[config.mk]
export PLATFORM = sky130hd
export DESIGN_NAME = rgb565_window_bus_writer_top
export DESIGN_NICKNAME = d
export VERILOG_FILES = /design/src/rtl/rgbw_pkg.sv /design/src/rtl/rgbw_front.sv /design/src/rtl/rgbw_queue.sv /design/src/rtl/rgbw_back.sv /design/src/rtl/rgb565_window_bus_writer_top.sv
export VERILOG_INCLUDE_DIRS = /design/src /design/src/rtl
export SDC_FILE = /design/constraint.sdc
export NUM_CORES = 1
export LEC_CHECK = 0
export BUFFER_PORTS_ARGS = -buffer_cell sky130_fd_sc_hd__buf_2
export CELL_PAD_IN_SITES_DETAIL_PLACEMENT = 1
export CELL_PAD_IN_SITES_GLOBAL_PLACEMENT = 1
export CORE_MARGIN = 4
export CORE_UTILIZATION = 26
export DETAILED_ROUTE_END_ITERATION = 8
export PLACE_DENSITY_LB_ADDON = 0.1
export SLEW_MARGIN = 20
export SYNTH_ARGS = -nofsm -noshare
export SYNTH_HDL_FRONTEND = slang
export SYNTH_SLANG_ARGS = --single-unit
[constraint.sdc]
create_clock -name clk -period 6.06 [get_ports clk]
set_input_delay 0.606 -clock clk [delete_from_list [all_inputs] [get_ports clk]]
set_output_delay 0.606 -clock clk [all_outputs]
set_load 0.005 [all_outputs]
[src/rtl/rgb565_window_bus_writer_top_macros.svh]
// Assertion macros used by the top level of the window bus writer.
`ifndef RGB565_WINDOW_BUS_WRITER_TOP_MACROS_SVH
`define RGB565_WINDOW_BUS_WRITER_TOP_MACROS_SVH

// Same-cycle implication, checked only while out of reset.
`define RGBW_ASSERT_NOW(label, lhs, rhs) \
	label: assert property (@(posedge clk) disable iff (!arst_n) (lhs) |-> (rhs)) \
		else $error("rgbw same-cycle check failed");

// Next-cycle implication, checked only while out of reset.
`define RGBW_ASSERT_NEXT(label, lhs, rhs) \
	label: assert property (@(posedge clk) disable iff (!arst_n) (lhs) |=> (rhs)) \
		else $error("rgbw next-cycle check failed");

`endif

[src/rtl/rgbw_pkg.sv]
// Types, constants and codes shared by the window bus writer modules.
package rgbw_pkg;

	// Coordinate width and derived widths.
	localparam int COORD_BITS     = 11;
	localparam int PIX_CNT_BITS   = 2 * COORD_BITS;
	localparam int PIXEL_BITS     = 16;
	localparam int CFG_INDEX_BITS = 1;
	localparam int CFG_DATA_BITS  = COORD_BITS;
	localparam int STEP_BITS      = 4;
	localparam int QUEUE_DEPTH    = 4;
	localparam int QUEUE_PTR_BITS = $clog2(QUEUE_DEPTH);

	// Register indexes of the configuration port.
	localparam logic [CFG_INDEX_BITS-1:0] REG_PANEL_WIDTH  = CFG_INDEX_BITS'(0);
	localparam logic [CFG_INDEX_BITS-1:0] REG_PANEL_HEIGHT = CFG_INDEX_BITS'(1);

	// Register reset values.
	localparam logic [COORD_BITS-1:0] PANEL_WIDTH_RESET  = COORD_BITS'(800);
	localparam logic [COORD_BITS-1:0] PANEL_HEIGHT_RESET = COORD_BITS'(480);

	// Input item modes.
	localparam logic MODE_WINDOW = 1'b0;
	localparam logic MODE_PIXEL  = 1'b1;

	// Result status codes.
	localparam logic [1:0] STATUS_OK         = 2'd0;
	localparam logic [1:0] STATUS_BAD_WINDOW = 2'd1;
	localparam logic [1:0] STATUS_NO_WINDOW  = 2'd2;

	// Controller command bytes and colour masks.
	localparam logic [7:0] CMD_COLUMN_SET = 8'h2A;
	localparam logic [7:0] CMD_PAGE_SET   = 8'h2B;
	localparam logic [7:0] CMD_MEM_WRITE  = 8'h2C;
	localparam logic [7:0] MASK_FIVE_BIT  = 8'hF8;
	localparam logic [7:0] MASK_SIX_BIT   = 8'hFC;

	// Last sequence step of each operation kind.
	localparam logic [STEP_BITS-1:0] WINDOW_LAST_STEP = STEP_BITS'(10);
	localparam logic [STEP_BITS-1:0] PIXEL_LAST_STEP  = STEP_BITS'(2);

	// Input item as it arrives on the port.
	typedef struct packed {
		logic                  mode;
		logic [COORD_BITS-1:0] x_start;
		logic [COORD_BITS-1:0] y_start;
		logic [COORD_BITS-1:0] win_width;
		logic [COORD_BITS-1:0] win_height;
		logic [PIXEL_BITS-1:0] pixel;
	} in_item_t;

	// Result item as it leaves on the port.
	typedef struct packed {
		logic       is_command;
		logic [7:0] bus_byte;
		logic [1:0] status;
		logic       last_of_run;
		logic       window_done;
	} out_item_t;

	// Kind of work the back end has to carry out.
	typedef enum logic [1:0] {
		OP_WINDOW,
		OP_PIXEL,
		OP_BAD_WINDOW,
		OP_NO_WINDOW
	} op_kind_t;

	// Classified item held in the queue between front and back.
	typedef struct packed {
		op_kind_t              kind;
		logic [COORD_BITS-1:0] x_first;
		logic [COORD_BITS-1:0] x_last;
		logic [COORD_BITS-1:0] y_first;
		logic [COORD_BITS-1:0] y_last;
		logic [PIXEL_BITS-1:0] pixel;
		logic                  done;
	} op_t;

	// Handshake between the queue and the back end.
	typedef struct packed {
		logic valid;
		op_t  op;
	} queue_head_t;

endpackage

[src/rtl/rgbw_front.sv]
// Front end: configuration registers, window checks and pixel bookkeeping.
module rgbw_front
	import rgbw_pkg::*;
(
	input  logic                      clk,
	input  logic                      arst_n,
	input  logic                      cfg_we,
	input  logic [CFG_INDEX_BITS-1:0] cfg_index,
	input  logic [CFG_DATA_BITS-1:0]  cfg_data,
	input  logic                      in_valid,
	output logic                      in_ready,
	input  in_item_t                  in_item,
	input  logic                      queue_ready,
	output logic                      push,
	output op_t                       push_op
);

	logic [COORD_BITS-1:0]   panel_width_q;
	logic [COORD_BITS-1:0]   panel_height_q;
	logic                    window_open_q;
	logic [PIX_CNT_BITS-1:0] pixels_left_q;

	logic [COORD_BITS:0]     x_sum;
	logic [COORD_BITS:0]     y_sum;
	logic                    reject;
	logic [PIX_CNT_BITS-1:0] area;
	logic [PIX_CNT_BITS-1:0] left_dec;

	// Configuration writes; indexes beyond the list fall through.
	always_ff @(posedge clk or negedge arst_n) begin
		if (!arst_n) begin
			panel_width_q  <= PANEL_WIDTH_RESET;
			panel_height_q <= PANEL_HEIGHT_RESET;
		end else if (cfg_we) begin
			case (cfg_index)
				REG_PANEL_WIDTH:  panel_width_q  <= cfg_data;
				REG_PANEL_HEIGHT: panel_height_q <= cfg_data;
				default: ;
			endcase
		end
	end

	// Window check against the panel size, and the window's pixel count.
	always_comb begin
		x_sum    = {1'b0, in_item.x_start} + {1'b0, in_item.win_width};
		y_sum    = {1'b0, in_item.y_start} + {1'b0, in_item.win_height};
		reject   = (in_item.win_width == '0) || (in_item.win_height == '0) ||
		           (x_sum > {1'b0, panel_width_q}) || (y_sum > {1'b0, panel_height_q});
		area     = PIX_CNT_BITS'(in_item.win_width) * PIX_CNT_BITS'(in_item.win_height);
		left_dec = pixels_left_q - PIX_CNT_BITS'(1);
	end

	assign in_ready = queue_ready;
	assign push     = in_valid && queue_ready;

	// Classification of the item into the operation for the back end.
	always_comb begin
		push_op.x_first = in_item.x_start;
		push_op.x_last  = COORD_BITS'(x_sum - (COORD_BITS + 1)'(1));
		push_op.y_first = in_item.y_start;
		push_op.y_last  = COORD_BITS'(y_sum - (COORD_BITS + 1)'(1));
		push_op.pixel   = in_item.pixel;
		push_op.done    = (left_dec == '0);
		if (in_item.mode == MODE_WINDOW) begin
			push_op.kind = reject ? OP_BAD_WINDOW : OP_WINDOW;
		end else begin
			push_op.kind = window_open_q ? OP_PIXEL : OP_NO_WINDOW;
		end
	end

	// Window state follows each accepted item in order.
	always_ff @(posedge clk or negedge arst_n) begin
		if (!arst_n) begin
			window_open_q <= 1'b0;
			pixels_left_q <= '0;
		end else if (push) begin
			if (in_item.mode == MODE_WINDOW) begin
				if (!reject) begin
					window_open_q <= 1'b1;
					pixels_left_q <= area;
				end
			end else if (window_open_q) begin
				pixels_left_q <= left_dec;
				if (left_dec == '0) begin
					window_open_q <= 1'b0;
				end
			end
		end
	end

endmodule

[src/rtl/rgbw_queue.sv]
// Short queue of classified items between the front and the back end.
module rgbw_queue
	import rgbw_pkg::*;
(
	input  logic        clk,
	input  logic        arst_n,
	input  logic        push,
	input  op_t         push_op,
	output logic        ready,
	input  logic        pop,
	output queue_head_t head
);

	op_t                     entry_q [QUEUE_DEPTH];
	logic [QUEUE_PTR_BITS-1:0] wr_ptr_q;
	logic [QUEUE_PTR_BITS-1:0] rd_ptr_q;
	logic [QUEUE_PTR_BITS:0]   count_q;

	assign ready      = (count_q != (QUEUE_PTR_BITS + 1)'(QUEUE_DEPTH));
	assign head.valid = (count_q != '0);
	assign head.op    = entry_q[rd_ptr_q];

	// Entry storage; payload needs no reset.
	always_ff @(posedge clk) begin
		if (push) begin
			entry_q[wr_ptr_q] <= push_op;
		end
	end

	// Pointers and fill count.
	always_ff @(posedge clk or negedge arst_n) begin
		if (!arst_n) begin
			wr_ptr_q <= '0;
			rd_ptr_q <= '0;
			count_q  <= '0;
		end else begin
			if (push) begin
				wr_ptr_q <= wr_ptr_q + QUEUE_PTR_BITS'(1);
			end
			if (pop) begin
				rd_ptr_q <= rd_ptr_q + QUEUE_PTR_BITS'(1);
			end
			if (push && !pop) begin
				count_q <= count_q + (QUEUE_PTR_BITS + 1)'(1);
			end else if (pop && !push) begin
				count_q <= count_q - (QUEUE_PTR_BITS + 1)'(1);
			end
		end
	end

endmodule

[src/rtl/rgbw_back.sv]
// Back end: expands each classified item into bus bytes, one per cycle while the receiver takes them.
module rgbw_back
	import rgbw_pkg::*;
(
	input  logic        clk,
	input  logic        arst_n,
	input  queue_head_t head,
	output logic        pop,
	output logic        out_valid,
	input  logic        out_ready,
	output out_item_t   out_item
);

	logic                 busy_q;
	op_t                  cur_q;
	logic [STEP_BITS-1:0] step_q;
	logic                 out_valid_q;
	out_item_t            out_q;

	logic                 emit;
	logic                 last_step;
	out_item_t            next_out;

	// Byte for the current step of the current operation.
	always_comb begin
		next_out             = '0;
		next_out.status      = STATUS_OK;
		last_step            = 1'b1;
		case (cur_q.kind)
			OP_WINDOW: begin
				last_step = (step_q == WINDOW_LAST_STEP);
				case (step_q)
					STEP_BITS'(0): begin
						next_out.is_command = 1'b1;
						next_out.bus_byte   = CMD_COLUMN_SET;
					end
					STEP_BITS'(1): next_out.bus_byte = 8'(cur_q.x_first >> 8);
					STEP_BITS'(2): next_out.bus_byte = 8'(cur_q.x_first);
					STEP_BITS'(3): next_out.bus_byte = 8'(cur_q.x_last >> 8);
					STEP_BITS'(4): next_out.bus_byte = 8'(cur_q.x_last);
					STEP_BITS'(5): begin
						next_out.is_command = 1'b1;
						next_out.bus_byte   = CMD_PAGE_SET;
					end
					STEP_BITS'(6): next_out.bus_byte = 8'(cur_q.y_first >> 8);
					STEP_BITS'(7): next_out.bus_byte = 8'(cur_q.y_first);
					STEP_BITS'(8): next_out.bus_byte = 8'(cur_q.y_last >> 8);
					STEP_BITS'(9): next_out.bus_byte = 8'(cur_q.y_last);
					default: begin
						next_out.is_command  = 1'b1;
						next_out.bus_byte    = CMD_MEM_WRITE;
						next_out.last_of_run = 1'b1;
					end
				endcase
			end
			OP_PIXEL: begin
				last_step = (step_q == PIXEL_LAST_STEP);
				case (step_q)
					STEP_BITS'(0): next_out.bus_byte = cur_q.pixel[15:8] & MASK_FIVE_BIT;
					STEP_BITS'(1): next_out.bus_byte = cur_q.pixel[10:3] & MASK_SIX_BIT;
					default: begin
						next_out.bus_byte    = {cur_q.pixel[4:0], 3'b000};
						next_out.last_of_run = 1'b1;
						next_out.window_done = cur_q.done;
					end
				endcase
			end
			OP_BAD_WINDOW: begin
				next_out.status      = STATUS_BAD_WINDOW;
				next_out.last_of_run = 1'b1;
			end
			default: begin
				next_out.status      = STATUS_NO_WINDOW;
				next_out.last_of_run = 1'b1;
			end
		endcase
	end

	// A byte moves into the output register whenever that register is free.
	assign emit = busy_q && (!out_valid_q || out_ready);
	assign pop  = head.valid && (!busy_q || (emit && last_step));

	// Sequencer over the steps of the current operation.
	always_ff @(posedge clk or negedge arst_n) begin
		if (!arst_n) begin
			busy_q <= 1'b0;
			step_q <= '0;
		end else if (pop) begin
			busy_q <= 1'b1;
			step_q <= '0;
		end else if (emit) begin
			if (last_step) begin
				busy_q <= 1'b0;
			end else begin
				step_q <= step_q + STEP_BITS'(1);
			end
		end
	end

	// Current operation payload.
	always_ff @(posedge clk) begin
		if (pop) begin
			cur_q <= head.op;
		end
	end

	// Output register.
	always_ff @(posedge clk or negedge arst_n) begin
		if (!arst_n) begin
			out_valid_q <= 1'b0;
		end else if (emit) begin
			out_valid_q <= 1'b1;
		end else if (out_ready) begin
			out_valid_q <= 1'b0;
		end
	end

	always_ff @(posedge clk) begin
		if (emit) begin
			out_q <= next_out;
		end
	end

	assign out_valid = out_valid_q;
	assign out_item  = out_q;

endmodule

[src/rtl/rgb565_window_bus_writer_top.sv]
// Top level of the RGB565 window bus writer: front end, item queue and back end.
// Turns window and pixel items into command and data bytes for an 8080-style
// display bus. A valid window item produces eleven results (column set, page set,
// memory write), a pixel item three (red, green, blue widened to eight bits), and a
// rejected window or a pixel with no window open produces one status result. The
// back end places one byte in its output register per cycle while the receiver takes
// them. The front end classifies and accepts one item per cycle while a four-entry
// queue has room, so window checks and pixel counting run ahead of the bus. No
// clearing pass follows reset.
`include "rgb565_window_bus_writer_top_macros.svh"

module rgb565_window_bus_writer_top
	import rgbw_pkg::*;
(
	input  logic                      clk,
	input  logic                      arst_n,
	input  logic                      cfg_we,
	input  logic [CFG_INDEX_BITS-1:0] cfg_index,
	input  logic [CFG_DATA_BITS-1:0]  cfg_data,
	input  logic                      in_valid,
	output logic                      in_ready,
	input  in_item_t                  in_item,
	output logic                      out_valid,
	input  logic                      out_ready,
	output out_item_t                 out_item
);

	logic        queue_ready;
	logic        push;
	op_t         push_op;
	logic        pop;
	queue_head_t head;

	// Front end: classifies items and keeps the window state.
	rgbw_front u_front (
		.clk         (clk),
		.arst_n      (arst_n),
		.cfg_we      (cfg_we),
		.cfg_index   (cfg_index),
		.cfg_data    (cfg_data),
		.in_valid    (in_valid),
		.in_ready    (in_ready),
		.in_item     (in_item),
		.queue_ready (queue_ready),
		.push        (push),
		.push_op     (push_op)
	);

	// Queue of classified items.
	rgbw_queue u_queue (
		.clk     (clk),
		.arst_n  (arst_n),
		.push    (push),
		.push_op (push_op),
		.ready   (queue_ready),
		.pop     (pop),
		.head    (head)
	);

	// Back end: byte sequencer and output register.
	rgbw_back u_back (
		.clk       (clk),
		.arst_n    (arst_n),
		.head      (head),
		.pop       (pop),
		.out_valid (out_valid),
		.out_ready (out_ready),
		.out_item  (out_item)
	);

	// An error status stands alone: one result, no byte.
	`RGBW_ASSERT_NOW(a_error_alone, out_valid && (out_item.status != STATUS_OK), out_item.last_of_run && !out_item.is_command && (out_item.bus_byte == 8'h00))

	// Window end is only flagged on the closing byte of a pixel.
	`RGBW_ASSERT_NOW(a_done_on_last, out_valid && out_item.window_done, out_item.last_of_run && !out_item.is_command && (out_item.status == STATUS_OK))

	// A command byte is one of the three window commands.
	`RGBW_ASSERT_NOW(a_command_code, out_valid && out_item.is_command, (out_item.bus_byte == CMD_COLUMN_SET) || (out_item.bus_byte == CMD_PAGE_SET) || (out_item.bus_byte == CMD_MEM_WRITE))

	// After a column-set command is taken, the next result is never a command.
	`RGBW_ASSERT_NEXT(a_column_then_data, out_valid && out_ready && out_item.is_command && (out_item.bus_byte == CMD_COLUMN_SET), !out_valid || !out_item.is_command)

endmodule

After elaboration in Yosys (flattened, before gate mapping):

Memory sizes are Yosys's and may differ from the RTL's. A register that Yosys moved wholly into a read port is not among the register bits.
Cells that the tools add are included.

* memories: 1
* bits in writable memories: 252
* register bits after elaboration: 71
* input bits: 78
* output and inout port bits: 15
* logic and storage cells: 114

Memory list
* u_queue.entry_q: depth 4, bits a word 63, read ports 1, clocked after memory_dff 1, write ports 1, RTL line rgbw_queue.sv:14 `op_t entry_q [QUEUE_DEPTH];`

* order comparisons: 2
* $mul: 1
* add/subtract/negate cells: 10
* muxes and demuxes: 31
* reduce and logical (&&, ||, !) cells: 36
* bitwise gates (word level): 2
* equal/unequal tests: 16

Operators by type and width (number)
* $pmux W8 S10: 1
* $mux W22: 3
* $pmux W8 S2: 2
* $add A11 B11 Y12: 2
* $gt A12 B11 Y1: 2
* $logic_not A11 Y1: 2
* $logic_not A22 Y1: 1
* $mul A11 B11 Y22: 1
* $sub A11 B1 Y11 const B: 2
* $sub A22 B1 Y22 const B: 1
* $eq A4 B3 Y1 const B: 4
* $mux W1: 13
* $eq A4 B4 Y1 const B: 3
* $mux W4: 3
* $reduce_and A2 Y1: 5
* $reduce_or A10 Y1: 1
* $eq A4 B2 Y1 const B: 2
* $mux W2: 4
* $reduce_bool A2 Y1: 4
* $reduce_or A8 Y1: 1
* $logic_and A1 B1 Y1: 6
* $mux W3: 2
* $logic_or A1 B1 Y1: 5
* $add A2 B1 Y2 const B: 2
* other kinds (19): 26

Longest topological paths before layout:

* depth in word-level cells: 9
* mapped depth: 22
* gate-level depth less buffers: 21

Hierarchy:

From an unflattened synthesis, not the netlist that was laid out.

* cell total of the unflattened synthesis: 1598
* area total of the unflattened synthesis: 21360.5 um^2

Modules (own cells, without submodules)
* rgbw_queue: seq. area each 7742.4 um^2, instances 1, area each 9487.8 um^2, cells an instance 364
* rgbw_front: seq. area each 1134.8 um^2, instances 1, area each 8373.0 um^2, cells an instance 1005
* rgbw_back: seq. area each 2432.3 um^2, instances 1, area each 3499.6 um^2, cells an instance 229

Least setup slack after synthesis:

Ideal clock, no wire load.

* path kind: input -> register
* start point: input in_item[29] (netlist name)
* end point: register u_front.pixels_left_q[20]
* path buffers: 1
* setup slack: 0.747 ns
* arrival: 5.181 ns
* data required time: 5.928 ns
* setup time: 0.132 ns
* stages on the path: 19
* path through: clkbuf_1 and2_1 fa_1 ha_1 fa_1 inv_1 fa_1 fa_1 inv_1 ha_1 and2_1 a311oi_2 a21oi_1 and4_4 o31ai_4 o21ai_2 a311oi_2 xnor2_1 o211ai_2

* longest elaborated chain between the ends: 6
* elaborated cells on any way between the ends: 11
* those cells by class: 1 x add/sub; 1 x mul; 1 x order compare; 1 x eq/ne; 2 x mux; 5 x reduce/logical

Ends and longest elaborated chain
* start: declaration: RTL line rgb565_window_bus_writer_top.sv:22 `input in_item_t in_item,`
* $add A11 B11 Y12 / $logic_not A11 Y1 (equally long branches): RTL line rgbw_front.sv:45, rgbw_front.sv:47
* $gt A12 B11 Y1 / $logic_or A1 B1 Y1 (equally long branches): RTL line rgbw_front.sv:48, rgbw_front.sv:47
* $logic_or A1 B1 Y1: RTL line rgbw_front.sv:47 `reject = (in_item.win_width == '0) || (in_item.win_height == '0) ||`
* $logic_or A1 B1 Y1: RTL line rgbw_front.sv:48 `(x_sum > {1'b0, panel_width_q}) || (y_sum > {1'b0, panel_height_q});`
* $ne A2 B2 Y1 (no source line)
* $reduce_and A3 Y1 (no source line)
* end signal: assignment: RTL line rgbw_front.sv:80 `pixels_left_q <= area;`
* end signal: assignment: RTL line rgbw_front.sv:83 `pixels_left_q <= left_dec;`
* end: declaration: RTL line rgbw_front.sv:21 `logic [PIX_CNT_BITS-1:0] pixels_left_q;`

Parallel ways exist; a longest one is shown, timed or not. The select of a mux whose other input is x is not followed.
A chain may end at the register's enable or synchronous reset.

Worst setup path in the final report:

* start point: input in_item[20] (netlist name)
* end point: register u_front.pixels_left_q[17]

* longest elaborated chain between the ends: 6
* elaborated cells on any way between the ends: 11
* those cells by class: 1 x add/sub; 1 x mul; 1 x order compare; 1 x eq/ne; 2 x mux; 5 x reduce/logical

Ends and longest elaborated chain
* parallel branches: the longest is 6 deep, another holds $mul A11 B11 Y22

Several ways; the timed one is not identified. The select of a mux whose other input is x is not followed.

==> results.ini <==
[yosys]
yosys_warnings = 0
synth_area_leaders = edfxtp_1 47%, fa_1 7.9%, ha_1 7.0%, mux4_2 6.7%, dfrtp_1 6.1%
synth_fp_nets = 1849
synth_area_leader_cell = edfxtp_1
synth-seq-cells = 386
syn_area_um2 = 21040
synth_edf_count = 328
synth_compound_area_frac = 0.07393
netlist.area_leader.share = 0.4682
muxShareOfSynthArea = 0.07589
ys.flop_type = edfxtp_1
synthDistinctLibCells = 80
yosys.area_share.simple = 0.09611
syn_area_per_cell_um2 = 13.39
synth_xor_area_frac = 0.02706
synthTopCellsByCount = 328 x edfxtp_1, 163 x inv_1, 117 x ha_1, 117 x nand2_1, 83 x fa_1
ys_async_sr_fraction = 0.1503
synth_top_family_by_area = adder cells
synth_adder_area_share = 0.1486
yosysSeqAreaShare = 0.5376
yosysMostFrequentCell = edfxtp_1
synthCells = 1571

[grt]
groute.usage.overall = 0.1457
grt_pass1_wl_um = 94230
gr-max-usage-layer = met2
met2_usage = 0.2461
overflow = 0
grt_max_degree = 59
use_met1 = 0.2020
grt_pass1_vias = 14102
grt_use_met3 = 0.02237
antenna_found_initial = 4

[route]
vias = 12766
routed_wl_um = 62150
firstDrtPassIters = 4
viasPerCell = 4.585
detail-route-antenna-nets = 0
post_drt_wl_per_cell_um = 22.32
drc = 0
dr.first_iter.drc_count = 638

[critical_path]
crit_top_cell = fa_1
max_stage_delay_ps = 560
rr_endpoint = u_queue.count_q[1]
cp.required_ps = 6500
worst_ep_arrival_time_ps = 5720
crit_chain = buf_2 -> nand2_1 -> fa_1 -> fa_1 -> inv_1 -> fa_1 -> fa_1 -> inv_1 -> fa_1 -> inv_1 -> ha_1 -> or3_1 -> nor3_1 -> o31a_1 -> or2_1 -> nand2_1 -> a21oi_1 -> xor2_1 -> o211ai_1
rrSetupSlack_ps = 2270
crit_family = adder cells
critPathBufInv = 4
crit_type = primary input to flip-flop
worstSetupStartpoint = in_item[20]
cp-end-kind = flip-flop
worstPathMaxFanout = 13
rr_worst_depth = 10
cp_slowest_cell = fa_1
rr_startpoint = u_back.step_q[0]
startpoint_type = primary input

[floorplanning]
ios = 93
die_x_um = 292.5
rows = 104
core_area_um2 = 80420
die_area_um2 = 85530
start_util = 0.2616
dieHeight_um = 292.5

[cells_and_area]
drive_gt1_frac = 0.1871
multi_input_area_um2 = 8890
fin_nets = 1961
syn_to_final_growth_pct = 16.50
ff_latch_area_um2 = 11310
fillers = 8642

[clocking]
tritoncts = yes
clock_path_buffers = 3
clock-root-buffer = clkbuf_16
numCtsBuffers = 47
postCtsSetupBuffers = 0
cts-resized-gates = 0
ctsHtreeMaxLevel = 2
clock_latency_ps = 590
clock_sinks = 386
clkSlewWorstSetupHoldPaths_ps = 60
hold_buffers = 0

[timing]
hold_slack_ps = 235.0
hold_viol = 0
fin_worst_skew_ps = 30.60
slew-limit-headroom = 0.2982
layout_min_cycle_time_ps = 5277
max_freq_ghz = 0.1895
setup_viol = 0
slew_violations = 0
rsz0062_at_grt = false
fin_setup_tns_ps = 0
fin_crit_sh = 0.8708
tightestPinTransition_ps = 1050

[power]
power_density_nw_per_um2 = 466.5
combPwrFrac = 0.365
switching_share = 0.3595
power.internal_mw = 7.324
power_frac_seq = 0.376
p_total_mw = 11.43
ir_worst_vdd_mv = 0.2751
p_clk_frac = 0.258
p_leak_nw = 9.317
p_switching_mw = 4.110

[worst_hold_path]
min_to = u_queue.entry_q[0][5]
whs_path_depth = 1
worst_hold_path_type = primary input to flip-flop
min_from = in_item[4]

[outcome]
outcome = complete, no violations

[place]
io_buffers = 92
hpwl_um = 44920
gp_congestion = 0.7778

[job]
maxCapViolations = 0

## flip-flops by register name, indices dropped and copies added (netlist names), 2 cells and up
name	cells
u_queue.entry_q	252
u_front.panel_width_q	11
u_queue.rd_ptr_q	2
u_back.out_item	13
u_queue.wr_ptr_q	2
u_queue.count_q	3
u_back.cur_q	63
u_back.step_q	4
u_front.pixels_left_q	22
u_front.panel_height_q	11
## stage by stage
step,cells,utilization,cell area [um^2],setup slack (ps)
after floorplan,1571,-,21040,747.1
after global placement,2692,0.2840,22840,231.8
after detailed placement,2692,0.2840,22840,204.6
after CTS,2779,0.3042,24460,789.8
after global routing,2781,0.3047,24500,520.9
final,2784,0.3048,24510,783.0
## layout make-up
cell class,instances,area share
clock buffers,66,0.05421
clock inverters,21,0.01225
diodes,3,0.0003063
well taps,1060,0.05411
inverters,163,0.02496
multi-input cells,960,0.3627
flip-flops and latches,386,0.4616
repair buffers,125,0.02981
## worst max-delay path by stage
| stage | end | slack [ps] | cells after the start |
|---|---|---|---|
| after floorplan | u_front.pixels_left_q[20] | 750 | 19 |
| after global placement | u_front.pixels_left_q[19] | 230 | 20 |
| after detailed placement | u_front.pixels_left_q[20] | 200 | 20 |
| after CTS | u_front.pixels_left_q[17] | 790 | 19 |
| after global routing | u_front.pixels_left_q[17] | 520 | 19 |
| final | u_front.pixels_left_q[17] | 780 | 19 |
## power by group through the flow
stage / Clock, mW / Sequential, mW / Combinational [mW]
after floorplan: 0 / 4.07 / 3.01
after global placement: 0 / 4.37 / 4.32
after detailed placement: 0 / 4.39 / 4.35
after CTS: 3.05 / 4.34 / 4.37
after global routing: 3.18 / 4.40 / 4.69
final: 2.95 / 4.30 / 4.18
## per-layer routing
metal	wire [um]	vias to the layer above	share of wire
li1	-	5921	-
met2	30430	154	0.49
met1	28920	6634	0.47
met3	2009	55	0.032
met4	771	2	0.012
met5	13	-	0.00021
## placed cells by master (no fill, tap or decap), types with 31 or more instances in the layout
cell,n
clkbuf_16,48
buf_4,31
nand2_1,117
inv_1,163
buf_2,92
edfxtp_1,328
o21ai_0,41
dfrtp_1,49
ha_1,117
mux4_2,63
and2_1,75
xnor2_1,35
nor2_1,52
fa_1,83
a21oi_1,63
## worst register-to-register path, delay by kind of cell, from the launching register on
| family | cells | cell delay [ps] |
|---|---|---|
| fa+ha+maj | 3 | 1250 |
| mux | 1 | 270 |
| buf+inv | 3 | 310 |
| compound gates | 3 | 1400 |
| flops | 1 | 430 |
## cells by family after synthesis
kind of cell,count (synthesis)
muxes,79
AOI/OAI and AO/OA,233
DFF,386
xor gates and xnor gates,65
adders and majority gates,200
and+or+nand+nor,383
buffers and inverters,225
(Power assumes the default switching activity.)
